$ cat config.mk
export PLATFORM = sky130hd
export DESIGN_NAME = line_follow_steering_control
export DESIGN_NICKNAME = d
export VERILOG_FILES = /design/src/hw/rtl/lfsc_pkg.sv /design/src/hw/rtl/line_follow_steering_control.sv
export SDC_FILE = /design/constraint.sdc
export NUM_CORES = 1
export LEC_CHECK = 0
export ABC_AREA = 1
export BUFFER_PORTS_ARGS = -buffer_cell sky130_fd_sc_hd__buf_4
export CAP_MARGIN = 20
export CELL_PAD_IN_SITES_DETAIL_PLACEMENT = 0
export CELL_PAD_IN_SITES_GLOBAL_PLACEMENT = 1
export CORE_MARGIN = 1.5
export CORE_UTILIZATION = 40
export DETAILED_ROUTE_END_ITERATION = 12
export GPL_TIMING_DRIVEN = 0
export PLACE_DENSITY = 0.76
export SLEW_MARGIN = 30
export SYNTH_ARGS = -nofsm -noshare
export SYNTH_HDL_FRONTEND = slang
export SYNTH_SLANG_ARGS = --single-unit
$ cat constraint.sdc
create_clock -name clk_i -period 5 [get_ports clk_i]
set_clock_uncertainty 0.05 [all_clocks]
set_input_delay 1 -clock clk_i [delete_from_list [all_inputs] [get_ports clk_i]]
set_output_delay 1 -clock clk_i [all_outputs]
set_load 0.05 [all_outputs]
$ cat src/hw/rtl/lfsc_pkg.sv
// Shared types, codes and reset values for the line-follow steering control block.
package lfsc_pkg;

  // Fixed field widths
  localparam int SensorCount = 5;
  localparam int TickW       = 5;
  localparam int PopW        = 3;
  localparam int CountW      = 6;
  localparam int ApbAddrW    = 5;
  localparam int ApbDataW    = 32;

  localparam int PeriodTicksDefault = 32;

  localparam logic [CountW-1:0] CountMax = 6'd63;

  // Configuration register indexes (byte address is 4 * index)
  localparam logic [2:0] RegInvertThr     = 3'd0;
  localparam logic [2:0] RegStraightOn    = 3'd1;
  localparam logic [2:0] RegSlowStraightOn = 3'd2;
  localparam logic [2:0] RegTurnOn        = 3'd3;
  localparam logic [2:0] RegSmallTurnOn   = 3'd4;
  localparam logic [2:0] RegBigTurnOn     = 3'd5;

  // Configuration reset values
  localparam logic [2:0] InvertThrReset       = 3'd4;
  localparam logic [4:0] StraightOnReset      = 5'd18;
  localparam logic [4:0] SlowStraightOnReset  = 5'd12;
  localparam logic [4:0] TurnOnReset          = 5'd10;
  localparam logic [4:0] SmallTurnOnReset     = 5'd8;
  localparam logic [4:0] BigTurnOnReset       = 5'd15;

  // Sensor patterns, bit4 leftmost
  localparam logic [4:0] PatCenter     = 5'b00100;
  localparam logic [4:0] PatCenterInv  = 5'b11011;
  localparam logic [4:0] PatWide       = 5'b01110;
  localparam logic [4:0] PatEdges      = 5'b10001;
  localparam logic [4:0] PatRight1     = 5'b00001;
  localparam logic [4:0] PatRight2     = 5'b00011;
  localparam logic [4:0] PatRight3     = 5'b00111;
  localparam logic [4:0] PatSmallRight1 = 5'b00010;
  localparam logic [4:0] PatSmallRight2 = 5'b00110;
  localparam logic [4:0] PatLeft1      = 5'b10000;
  localparam logic [4:0] PatLeft2      = 5'b11000;
  localparam logic [4:0] PatLeft3      = 5'b11100;
  localparam logic [4:0] PatSmallLeft1 = 5'b01000;
  localparam logic [4:0] PatSmallLeft2 = 5'b01100;
  localparam logic [4:0] PatNone       = 5'b00000;
  localparam logic [4:0] PatAll        = 5'b11111;

  // Remembered side of the line
  localparam logic [1:0] SideNone  = 2'd0;
  localparam logic [1:0] SideLeft  = 2'd1;
  localparam logic [1:0] SideRight = 2'd2;

  // Motor enable codes
  localparam logic [1:0] MotorOff   = 2'b00;
  localparam logic [1:0] MotorRight = 2'b01;
  localparam logic [1:0] MotorLeft  = 2'b10;
  localparam logic [1:0] MotorBoth  = 2'b11;

  typedef enum logic [2:0] {
    MoveStraight     = 3'd0,
    MoveSlowStraight = 3'd1,
    MoveRight        = 3'd2,
    MoveSmallRight   = 3'd3,
    MoveBigRight     = 3'd4,
    MoveLeft         = 3'd5,
    MoveSmallLeft    = 3'd6,
    MoveBigLeft      = 3'd7
  } move_e;

  typedef struct packed {
    logic [4:0] sensor_bits;
    logic [4:0] tick;
  } lfsc_in_t;

  typedef struct packed {
    logic [2:0] move_code;
    logic [1:0] motor_enables;
    logic       inverted_mode;
  } lfsc_out_t;

endpackage

$ cat src/hw/rtl/line_follow_steering_control.sv
// Top level of the line-follow steering control block.
//
// Usage: one sensor sample and its tick index enter on the input valid/ready
// channel; one steering result (move code, motor enables, inverted flag)
// leaves on the output valid/ready channel for every transfer taken in.
// Thresholds sit in six APB registers at byte addresses 0, 4, ... 20; the user
// must write them only while the block is idle; the block itself does not enforce this.
// Each result passes the read stage, then the output register. Throughput: one
// sample per cycle while output ready holds. The popcount log is a synchronous
// memory read at input transfer and written back as the sample leaves stage 1;
// a same-slot write in flight is forwarded, so back-to-back samples on one tick
// stay exact. The running inverted count and the last side update alongside it.
// Reset: registers take their default thresholds, the count and last side
// clear, and per-entry valid bits in flip-flops clear at once, so the log
// reads as all zero with no clearing pass; the block is ready right away.
// Stall: a result waits in the output register; one more sample can enter
// the read stage, after which input ready follows output ready.
module line_follow_steering_control #(
  parameter int PERIOD_TICKS = lfsc_pkg::PeriodTicksDefault
) (
  input  logic                         clk_i,
  input  logic                         rst_ni,
  input  logic                         psel,
  input  logic                         penable,
  input  logic                         pwrite,
  input  logic [lfsc_pkg::ApbAddrW-1:0] paddr,
  input  logic [lfsc_pkg::ApbDataW-1:0] pwdata,
  output logic [lfsc_pkg::ApbDataW-1:0] prdata,
  output logic                         pready,
  input  logic                         in_valid_i,
  output logic                         in_ready_o,
  input  lfsc_pkg::lfsc_in_t           in_data_i,
  output logic                         out_valid_o,
  input  logic                         out_ready_i,
  output lfsc_pkg::lfsc_out_t          out_data_o
);
  import lfsc_pkg::*;

  localparam int SlotW    = $clog2(PERIOD_TICKS);
  localparam int TickSpan = 1 << TickW;
  localparam logic [8:0] HalfTicks = 9'(PERIOD_TICKS / 2);

  // Configuration registers
  logic [2:0] inv_thr_q;
  logic [4:0] straight_on_q, slow_on_q, turn_on_q, small_on_q, big_on_q;
  logic       cfg_wr;

  // Pipeline and state
  logic                  in_fire, s1_adv;
  logic                  s1_valid_q;
  logic [4:0]            s1_line_q, s1_tick_q;
  logic [SlotW-1:0]      s1_slot_q, slot_in;
  logic [SlotW-1:0]      slot_lut [TickSpan];
  logic [PopW-1:0]       log_mem [PERIOD_TICKS];
  logic [PERIOD_TICKS-1:0] log_vld_q;
  logic [PopW-1:0]       rd_pop_q, fwd_pop_q, old_pop, new_pop;
  logic                  rd_vld_q, fwd_hit_q;
  logic [CountW-1:0]     cnt_q, cnt_mid, cnt_d;
  logic [1:0]            side_q, side_d;
  logic                  inv;
  logic [4:0]            line_eff;
  move_e                 move;
  logic [1:0]            motor;
  logic                  out_valid_q;
  lfsc_out_t             out_data_q;

  // APB register access
  assign pready = 1'b1;
  assign cfg_wr = psel && penable && pwrite && pready;

  always_ff @(posedge clk_i or negedge rst_ni) begin
    if (!rst_ni) begin
      inv_thr_q     <= InvertThrReset;
      straight_on_q <= StraightOnReset;
      slow_on_q     <= SlowStraightOnReset;
      turn_on_q     <= TurnOnReset;
      small_on_q    <= SmallTurnOnReset;
      big_on_q      <= BigTurnOnReset;
    end else if (cfg_wr) begin
      case (paddr[4:2])
        RegInvertThr:      inv_thr_q     <= pwdata[2:0];
        RegStraightOn:     straight_on_q <= pwdata[4:0];
        RegSlowStraightOn: slow_on_q     <= pwdata[4:0];
        RegTurnOn:         turn_on_q     <= pwdata[4:0];
        RegSmallTurnOn:    small_on_q    <= pwdata[4:0];
        RegBigTurnOn:      big_on_q      <= pwdata[4:0];
        default: ;
      endcase
    end
  end

  always_comb begin
    case (paddr[4:2])
      RegInvertThr:      prdata = ApbDataW'(inv_thr_q);
      RegStraightOn:     prdata = ApbDataW'(straight_on_q);
      RegSlowStraightOn: prdata = ApbDataW'(slow_on_q);
      RegTurnOn:         prdata = ApbDataW'(turn_on_q);
      RegSmallTurnOn:    prdata = ApbDataW'(small_on_q);
      RegBigTurnOn:      prdata = ApbDataW'(big_on_q);
      default:           prdata = '0;
    endcase
  end

  // Map tick to log slot (tick modulo period), worked out at elaboration
  for (genvar g = 0; g < TickSpan; g++) begin : g_slot
    localparam int SlotVal = g % PERIOD_TICKS;
    assign slot_lut[g] = SlotW'(SlotVal);
  end
  assign slot_in = slot_lut[in_data_i.tick];

  // Handshake: stage 1 advances when the output register is free or is being emptied
  assign s1_adv     = s1_valid_q && (!out_valid_q || out_ready_i);
  assign in_ready_o = !s1_valid_q || s1_adv;
  assign in_fire    = in_valid_i && in_ready_o;

  always_ff @(posedge clk_i or negedge rst_ni) begin
    if (!rst_ni) begin
      s1_valid_q <= 1'b0;
    end else if (in_fire) begin
      s1_valid_q <= 1'b1;
    end else if (s1_adv) begin
      s1_valid_q <= 1'b0;
    end
  end

  // Capture the sample and the registered log read
  always_ff @(posedge clk_i) begin
    if (in_fire) begin
      s1_line_q <= in_data_i.sensor_bits;
      s1_tick_q <= in_data_i.tick;
      s1_slot_q <= slot_in;
      rd_vld_q  <= log_vld_q[slot_in];
      fwd_hit_q <= s1_adv && (s1_slot_q == slot_in);
      fwd_pop_q <= new_pop;
    end
  end

  // Popcount log memory: write back at stage 1, read at input transfer
  always_ff @(posedge clk_i) begin
    if (s1_adv) begin
      log_mem[s1_slot_q] <= new_pop;
    end
    if (in_fire) begin
      rd_pop_q <= log_mem[slot_in];
    end
  end

  // Entry valid bits stand in for the cleared log after reset
  always_ff @(posedge clk_i or negedge rst_ni) begin
    if (!rst_ni) begin
      log_vld_q <= '0;
    end else if (s1_adv) begin
      log_vld_q[s1_slot_q] <= 1'b1;
    end
  end

  // Popcount of the new sample
  always_comb begin
    new_pop = '0;
    for (int i = 0; i < SensorCount; i++) begin
      new_pop = new_pop + PopW'(s1_line_q[i]);
    end
  end

  // Old entry, forwarded when the previous item wrote the same slot as this one was read
  assign old_pop = fwd_hit_q ? fwd_pop_q : (rd_vld_q ? rd_pop_q : '0);

  // Drop the replaced entry, add the new one, saturating both ways
  always_comb begin
    cnt_mid = ((old_pop >= inv_thr_q) && (cnt_q != '0)) ? cnt_q - 1'b1 : cnt_q;
    cnt_d   = ((new_pop >= inv_thr_q) && (cnt_mid != CountMax)) ? cnt_mid + 1'b1 : cnt_mid;
  end

  assign inv      = {3'b000, cnt_d} > HalfTicks;
  assign line_eff = inv ? ~s1_line_q : s1_line_q;

  // Classify the pattern into a move and track the side of the line
  always_comb begin
    move   = MoveStraight;
    side_d = side_q;
    case (line_eff)
      PatCenter, PatCenterInv: begin
        move   = MoveStraight;
        side_d = SideNone;
      end
      PatWide, PatEdges: begin
        move   = MoveSlowStraight;
        side_d = SideNone;
      end
      PatRight1, PatRight2, PatRight3: begin
        move   = MoveRight;
        side_d = SideRight;
      end
      PatSmallRight1, PatSmallRight2: begin
        move   = MoveSmallRight;
        side_d = SideRight;
      end
      PatLeft1, PatLeft2, PatLeft3: begin
        move   = MoveLeft;
        side_d = SideLeft;
      end
      PatSmallLeft1, PatSmallLeft2: begin
        move   = MoveSmallLeft;
        side_d = SideLeft;
      end
      PatNone, PatAll: begin
        if (side_q == SideLeft) begin
          move = MoveBigLeft;
        end else if (side_q == SideRight) begin
          move = MoveBigRight;
        end else begin
          move = MoveStraight;
        end
      end
      default: ;
    endcase
  end

  // Motor enables, gated off past each move's last tick
  always_comb begin
    case (move)
      MoveStraight:     motor = (s1_tick_q <= straight_on_q) ? MotorBoth : MotorOff;
      MoveSlowStraight: motor = (s1_tick_q <= slow_on_q) ? MotorBoth : MotorOff;
      MoveRight:        motor = (s1_tick_q <= turn_on_q) ? MotorRight : MotorOff;
      MoveSmallRight:   motor = (s1_tick_q <= small_on_q) ? MotorRight : MotorOff;
      MoveBigRight:     motor = (s1_tick_q <= big_on_q) ? MotorRight : MotorOff;
      MoveLeft:         motor = (s1_tick_q <= turn_on_q) ? MotorLeft : MotorOff;
      MoveSmallLeft:    motor = (s1_tick_q <= small_on_q) ? MotorLeft : MotorOff;
      default:          motor = (s1_tick_q <= big_on_q) ? MotorLeft : MotorOff;
    endcase
  end

  // Advance count and side with each completed item
  always_ff @(posedge clk_i or negedge rst_ni) begin
    if (!rst_ni) begin
      cnt_q  <= '0;
      side_q <= SideNone;
    end else if (s1_adv) begin
      cnt_q  <= cnt_d;
      side_q <= side_d;
    end
  end

  // Output register: hold the result until its transfer
  always_ff @(posedge clk_i or negedge rst_ni) begin
    if (!rst_ni) begin
      out_valid_q <= 1'b0;
    end else if (s1_adv) begin
      out_valid_q <= 1'b1;
    end else if (out_ready_i) begin
      out_valid_q <= 1'b0;
    end
  end

  always_ff @(posedge clk_i) begin
    if (s1_adv) begin
      out_data_q.move_code     <= move;
      out_data_q.motor_enables <= motor;
      out_data_q.inverted_mode <= inv;
    end
  end

  assign out_valid_o = out_valid_q;
  assign out_data_o  = out_data_q;

endmodule

==> results.py <==
metrics = {
    "timing": {
        "timing_hold_violations_final": 0,
        "worst_slack_ps": 255,
        "timing.final.max_slew_violations": 0,
        "timing.max_slew.rel_slack_pct": 41.2,
        "final_period_minus_worst_setup_slack_ps": 4740,
        "post-route-period-util_pct": 94.9,
        "tightest_slew_ps": 881,
        "setup_violations": 0,
        "hold_slack_ps": 411,
        "clock.fmax_mhz": 211,
    },
    "setup_path": {
        "delay_of_the_slowest_critical_path_stage_ps": 580,
        "setup.reg_to_reg.worst_slack_ps": 260,
        "worst_setup_path_category": "reg2reg",
        "critical_path.n_buffers_inverters": 3,
        "critPathArrivalTime_ps": 4890,
        "reg2regPathDepth": 27,
        "start_kind": "flop",
        "worst_path_dominant_cell_family": "simple AND/OR/NAND/NOR gates",
        "critical_path_peak_fanout": 18,
        "worst_path_max_delay_cell": "sky130_fd_sc_hd__fa_1",
        "worstReg2RegStart": "s1_line_q[0]",
        "worst_ep_required_time_ps": 5150,
        "cp-end-kind": "flop",
        "critical_path.most_common_cell": "sky130_fd_sc_hd__nand2_1",
        "regToRegEndpoint": "out_data_o[1]",
    },
    "clock_network": {
        "clk_pin_slew_worst_paths_ps": 80,
        "numClockSinks": 190,
        "htree_levels": 4,
        "cts_hold_repair.buffers": 0,
        "clock_path_buffers": 2,
        "cts_root_buffer": "sky130_fd_sc_hd__clkbuf_16",
        "skew_pair_late_insertion_delay_ps": 440,
        "cts_made_buffers": 17,
        "tritoncts": "yes",
    },
    "synth": {
        "yosysWarningCount": 0,
        "ys_async_sr_fraction_pct": 36.8,
        "netlist_top_cells_area": "sky130_fd_sc_hd__edfxtp_1 38%, sky130_fd_sc_hd__dfrtp_1 15%, sky130_fd_sc_hd__o21ai_0 6.1%, sky130_fd_sc_hd__nand2_1 5.0%, sky130_fd_sc_hd__nor2_1 4.9%",
        "synthesis.instances": 965,
        "synth_top_area_cell": "sky130_fd_sc_hd__edfxtp_1",
        "syn-cell-area_sq_um": 9510,
        "synthesis.area_per_instance_sq_um": 9.86,
        "yosysSeqAreaShare_pct": 56.4,
        "flip_flop_and_latch_count_after_synthesis": 190,
        "postSynth.topFlopCell": "sky130_fd_sc_hd__edfxtp_1",
        "synth-edff-count": 120,
        "number_of_different_library_cells_in_the_post_synthesis_netlist": 42,
        "yosys.area.top_type_share_pct": 37.9,
    },
    "drt": {
        "detailroute.via_count": 7187,
        "drt_wl_total_microns": 24900,
        "antenna_left": 0,
        "drt-pass1-iter-count": 5,
        "drc": 0,
        "routed_wire_length_per_instance_microns": 18.0,
        "route.detailed.vias_per_inst": 5.18,
        "first_iter_violations": 519,
    },
    "placement": {
        "gp_congestion": 0.898,
        "buffer_ports.inserted": 37,
        "placement.setup.worst_slack_ps": -128,
        "placed_cell_area_sq_um": 10300,
        "post-dp-hpwl_microns": 17100,
        "dp_cells": 1348,
    },
    "final_layout": {
        "layout-drive-gt1-share_pct": 17.4,
        "final_cells": 1387,
        "multi_input_comb_area_sq_um": 3580,
        "num-fill-cells": 2284,
        "areaGrowthSynthToFinish_pct": 15.5,
        "finalInstanceArea_sq_um": 11000,
        "seqCellArea_sq_um": 5370,
        "post-route-util_pct": 46.9,
        "antenna_cells": 0,
        "nNetsFinal": 1146,
    },
    "grt": {
        "first_pass_grt_wire_length_microns": 38200,
        "gr-usage-all-layers_pct": 20.8,
        "grt_start_max_net_pins": 46,
        "grt_pass1_vias": 6815,
        "antenna_violations_before_repair": 0,
        "grt-ovfl-total": 0,
    },
    "power_and_ir_drop": {
        "irDropWorstVdd_v": 0.000221,
        "p_leak_nw": 4.61,
        "p_per_area_nw_per_um2": 501,
    },
    "floorplan": {
        "floorplan.io_pins": 95,
        "core_region_area_sq_um": 23400,
        "initial_core_util_pct": 40.7,
        "design.die.area_sq_um": 24700,
        "die-width_microns": 157,
        "dieHeight_microns": 157,
        "row_count": 56,
    },
    "min_path": {
        "hold_end": "log_vld_q[24]",
        "hold_path_startpoint": "log_vld_q[24]",
        "worst_hold_path.num_cells": 2,
        "hold_path_class": "reg2reg",
    },
    "flow_run": {
        "cap_violations": 0,
    },
    "status": {
        "status": "complete, no violations",
    },
}
synth_stat cells (24+ instances only):
| cell | n |
|---|---|
| sky130_fd_sc_hd__a21oi_1 | 25 |
| sky130_fd_sc_hd__buf_4 | 28 |
| sky130_fd_sc_hd__clkbuf_1 | 24 |
| sky130_fd_sc_hd__dfrtp_1 | 58 |
| sky130_fd_sc_hd__edfxtp_1 | 120 |
| sky130_fd_sc_hd__ha_1 | 35 |
| sky130_fd_sc_hd__inv_1 | 87 |
| sky130_fd_sc_hd__nand2_1 | 127 |
| sky130_fd_sc_hd__nand3_1 | 43 |
| sky130_fd_sc_hd__nor2_1 | 125 |
| sky130_fd_sc_hd__o21ai_0 | 116 |
| sky130_fd_sc_hd__or2_2 | 24 |
layout by cell type (no fill, tap or decap), types with 8 or more instances in the layout:
cell                          n
sky130_fd_sc_hd__nand2_1    127
sky130_fd_sc_hd__o21ai_0    116
sky130_fd_sc_hd__conb_1      28
sky130_fd_sc_hd__o211ai_1     9
sky130_fd_sc_hd__dfstp_2     12
sky130_fd_sc_hd__clkbuf_16   17
sky130_fd_sc_hd__dfrtp_1     58
sky130_fd_sc_hd__buf_4       69
sky130_fd_sc_hd__a32oi_1      8
sky130_fd_sc_hd__edfxtp_1   120
sky130_fd_sc_hd__nor2_1     125
sky130_fd_sc_hd__o221ai_1    16
sky130_fd_sc_hd__clkbuf_1    24
sky130_fd_sc_hd__or2_2       24
sky130_fd_sc_hd__inv_1       87
sky130_fd_sc_hd__ha_1        34
sky130_fd_sc_hd__o22ai_1     16
sky130_fd_sc_hd__nand3_1     43
sky130_fd_sc_hd__a21oi_1     25
sky130_fd_sc_hd__nand4_1      8
sky130_fd_sc_hd__nand2_2     17
logic make-up after synthesis:
logic type      after synthesis  synth area share (%)
other cells                   2                0.0789
buf+inv                     151                  7.14
compound gates              213                  13.2
simple gates                369                  17.7
xor+xnor                      3                 0.355
flops                       190                  56.4
fa+ha+maj                    37                  5.02
power breakdown:
group / leakage (nW) / switching [W] / internal [W]
sequential: 1.91 / 0.000118 / 0.00197
combinational: 2.40 / 0.00138 / 0.000672
clock: 0.289 / 0.000689 / 0.000675
area by class of cell:
type / instances / share of cell area (%)
multi-input combinational: 650 / 32.6
clock buffer: 17 / 3.87
inverter: 94 / 3.21
timing repair buffer: 45 / 3.39
buffer: 57 / 2.97
clock inverter: 15 / 1.47
tap: 319 / 3.63
sequential: 190 / 48.9
worst register-to-register path: stages (launching register included):
cell                       delay (ps)
sky130_fd_sc_hd__edfxtp_1         380
sky130_fd_sc_hd__inv_1            100
sky130_fd_sc_hd__fa_1             580
sky130_fd_sc_hd__inv_1             60
sky130_fd_sc_hd__fa_2             350
sky130_fd_sc_hd__ha_4             270
sky130_fd_sc_hd__ha_1             360
sky130_fd_sc_hd__nand2_1           60
sky130_fd_sc_hd__o211ai_1         370
sky130_fd_sc_hd__nand2_4          120
sky130_fd_sc_hd__nand2_1           70
sky130_fd_sc_hd__nand2_1           60
sky130_fd_sc_hd__nor2_1           150
sky130_fd_sc_hd__nand2_1          120
sky130_fd_sc_hd__nand2_4          150
sky130_fd_sc_hd__nand2_4          110
sky130_fd_sc_hd__nand2_1           90
sky130_fd_sc_hd__nand2_2           70
sky130_fd_sc_hd__nor2_1           190
sky130_fd_sc_hd__nand3_1          120
sky130_fd_sc_hd__nand2_2          110
sky130_fd_sc_hd__nand2_4           60
sky130_fd_sc_hd__nand2_2          130
sky130_fd_sc_hd__inv_2             60
sky130_fd_sc_hd__nand4_2          100
sky130_fd_sc_hd__nand2_2           60
sky130_fd_sc_hd__a21oi_2           90
sky130_fd_sc_hd__nand2_1           50
registers in the layout, indices dropped and copies added (netlist names), 2 cells and up:
name,cells
small_on_q,5
turn_on_q,5
fwd_pop_q,3
s1_tick_q,5
straight_on_q,5
cnt_q,6
inv_thr_q,3
rd_pop_q,3
slow_on_q,5
s1_line_q,5
log_mem,96
big_on_q,5
log_vld_q,32
side_q,2
out_data_o,6
worst max path at each step:
| stage | start | to | slack, ps | depth (start not counted) |
|---|---|---|---|---|
| 6_report | s1_line_q[0] | out_data_o[1] | 260 | 27 |
| 5_1_grt | s1_line_q[0] | out_data_o[2] | -50 | 27 |
| 4_1_cts | s1_line_q[0] | out_data_o[1] | 80 | 26 |
| 3_5_place_dp | s1_line_q[0] | out_data_o[1] | -130 | 27 |
| 3_3_place_gp | s1_line_q[0] | out_data_o[1] | -550 | 27 |
| 2_1_floorplan | s1_line_q[0] | out_data_o[1] | 440 | 26 |
metrics by stage:
stage	total power [W]	TNS, ps
after floorplan	0.00363	0
after global placement	0.00409	-2290
after detailed placement	0.00411	-253
after CTS	0.00547	0
after global routing	0.00584	-58.3
final	0.00550	0
layer usage:
| layer | wire (microns) | GRT usage (%) | part of all wire [%] | vias to the layer above |
|---|---|---|---|---|
| li1 | - | - | - | 3481 |
| met2 | 11400 | 33.1 | 46 | 261 |
| met3 | 1740 | 3.19 | 7.0 | 31 |
| met5 | 0 | 0 | 0 | - |
| met1 | 11300 | 29.2 | 45 | 3414 |
| met4 | 421 | 6.38 | 1.7 | 0 |
repair_timing:
| action | in CTS | in global routing |
|---|---|---|
| endpoints found under the hold margin | 0 | 0 |
| setup endpoints to repair | 2 | 5 |
| resized for setup | 1 | 0 |
| pin swaps | 1 | 3 |
| setup buffers | 1 | 6 |
Note: power is estimated with default switching activity, not from simulation.
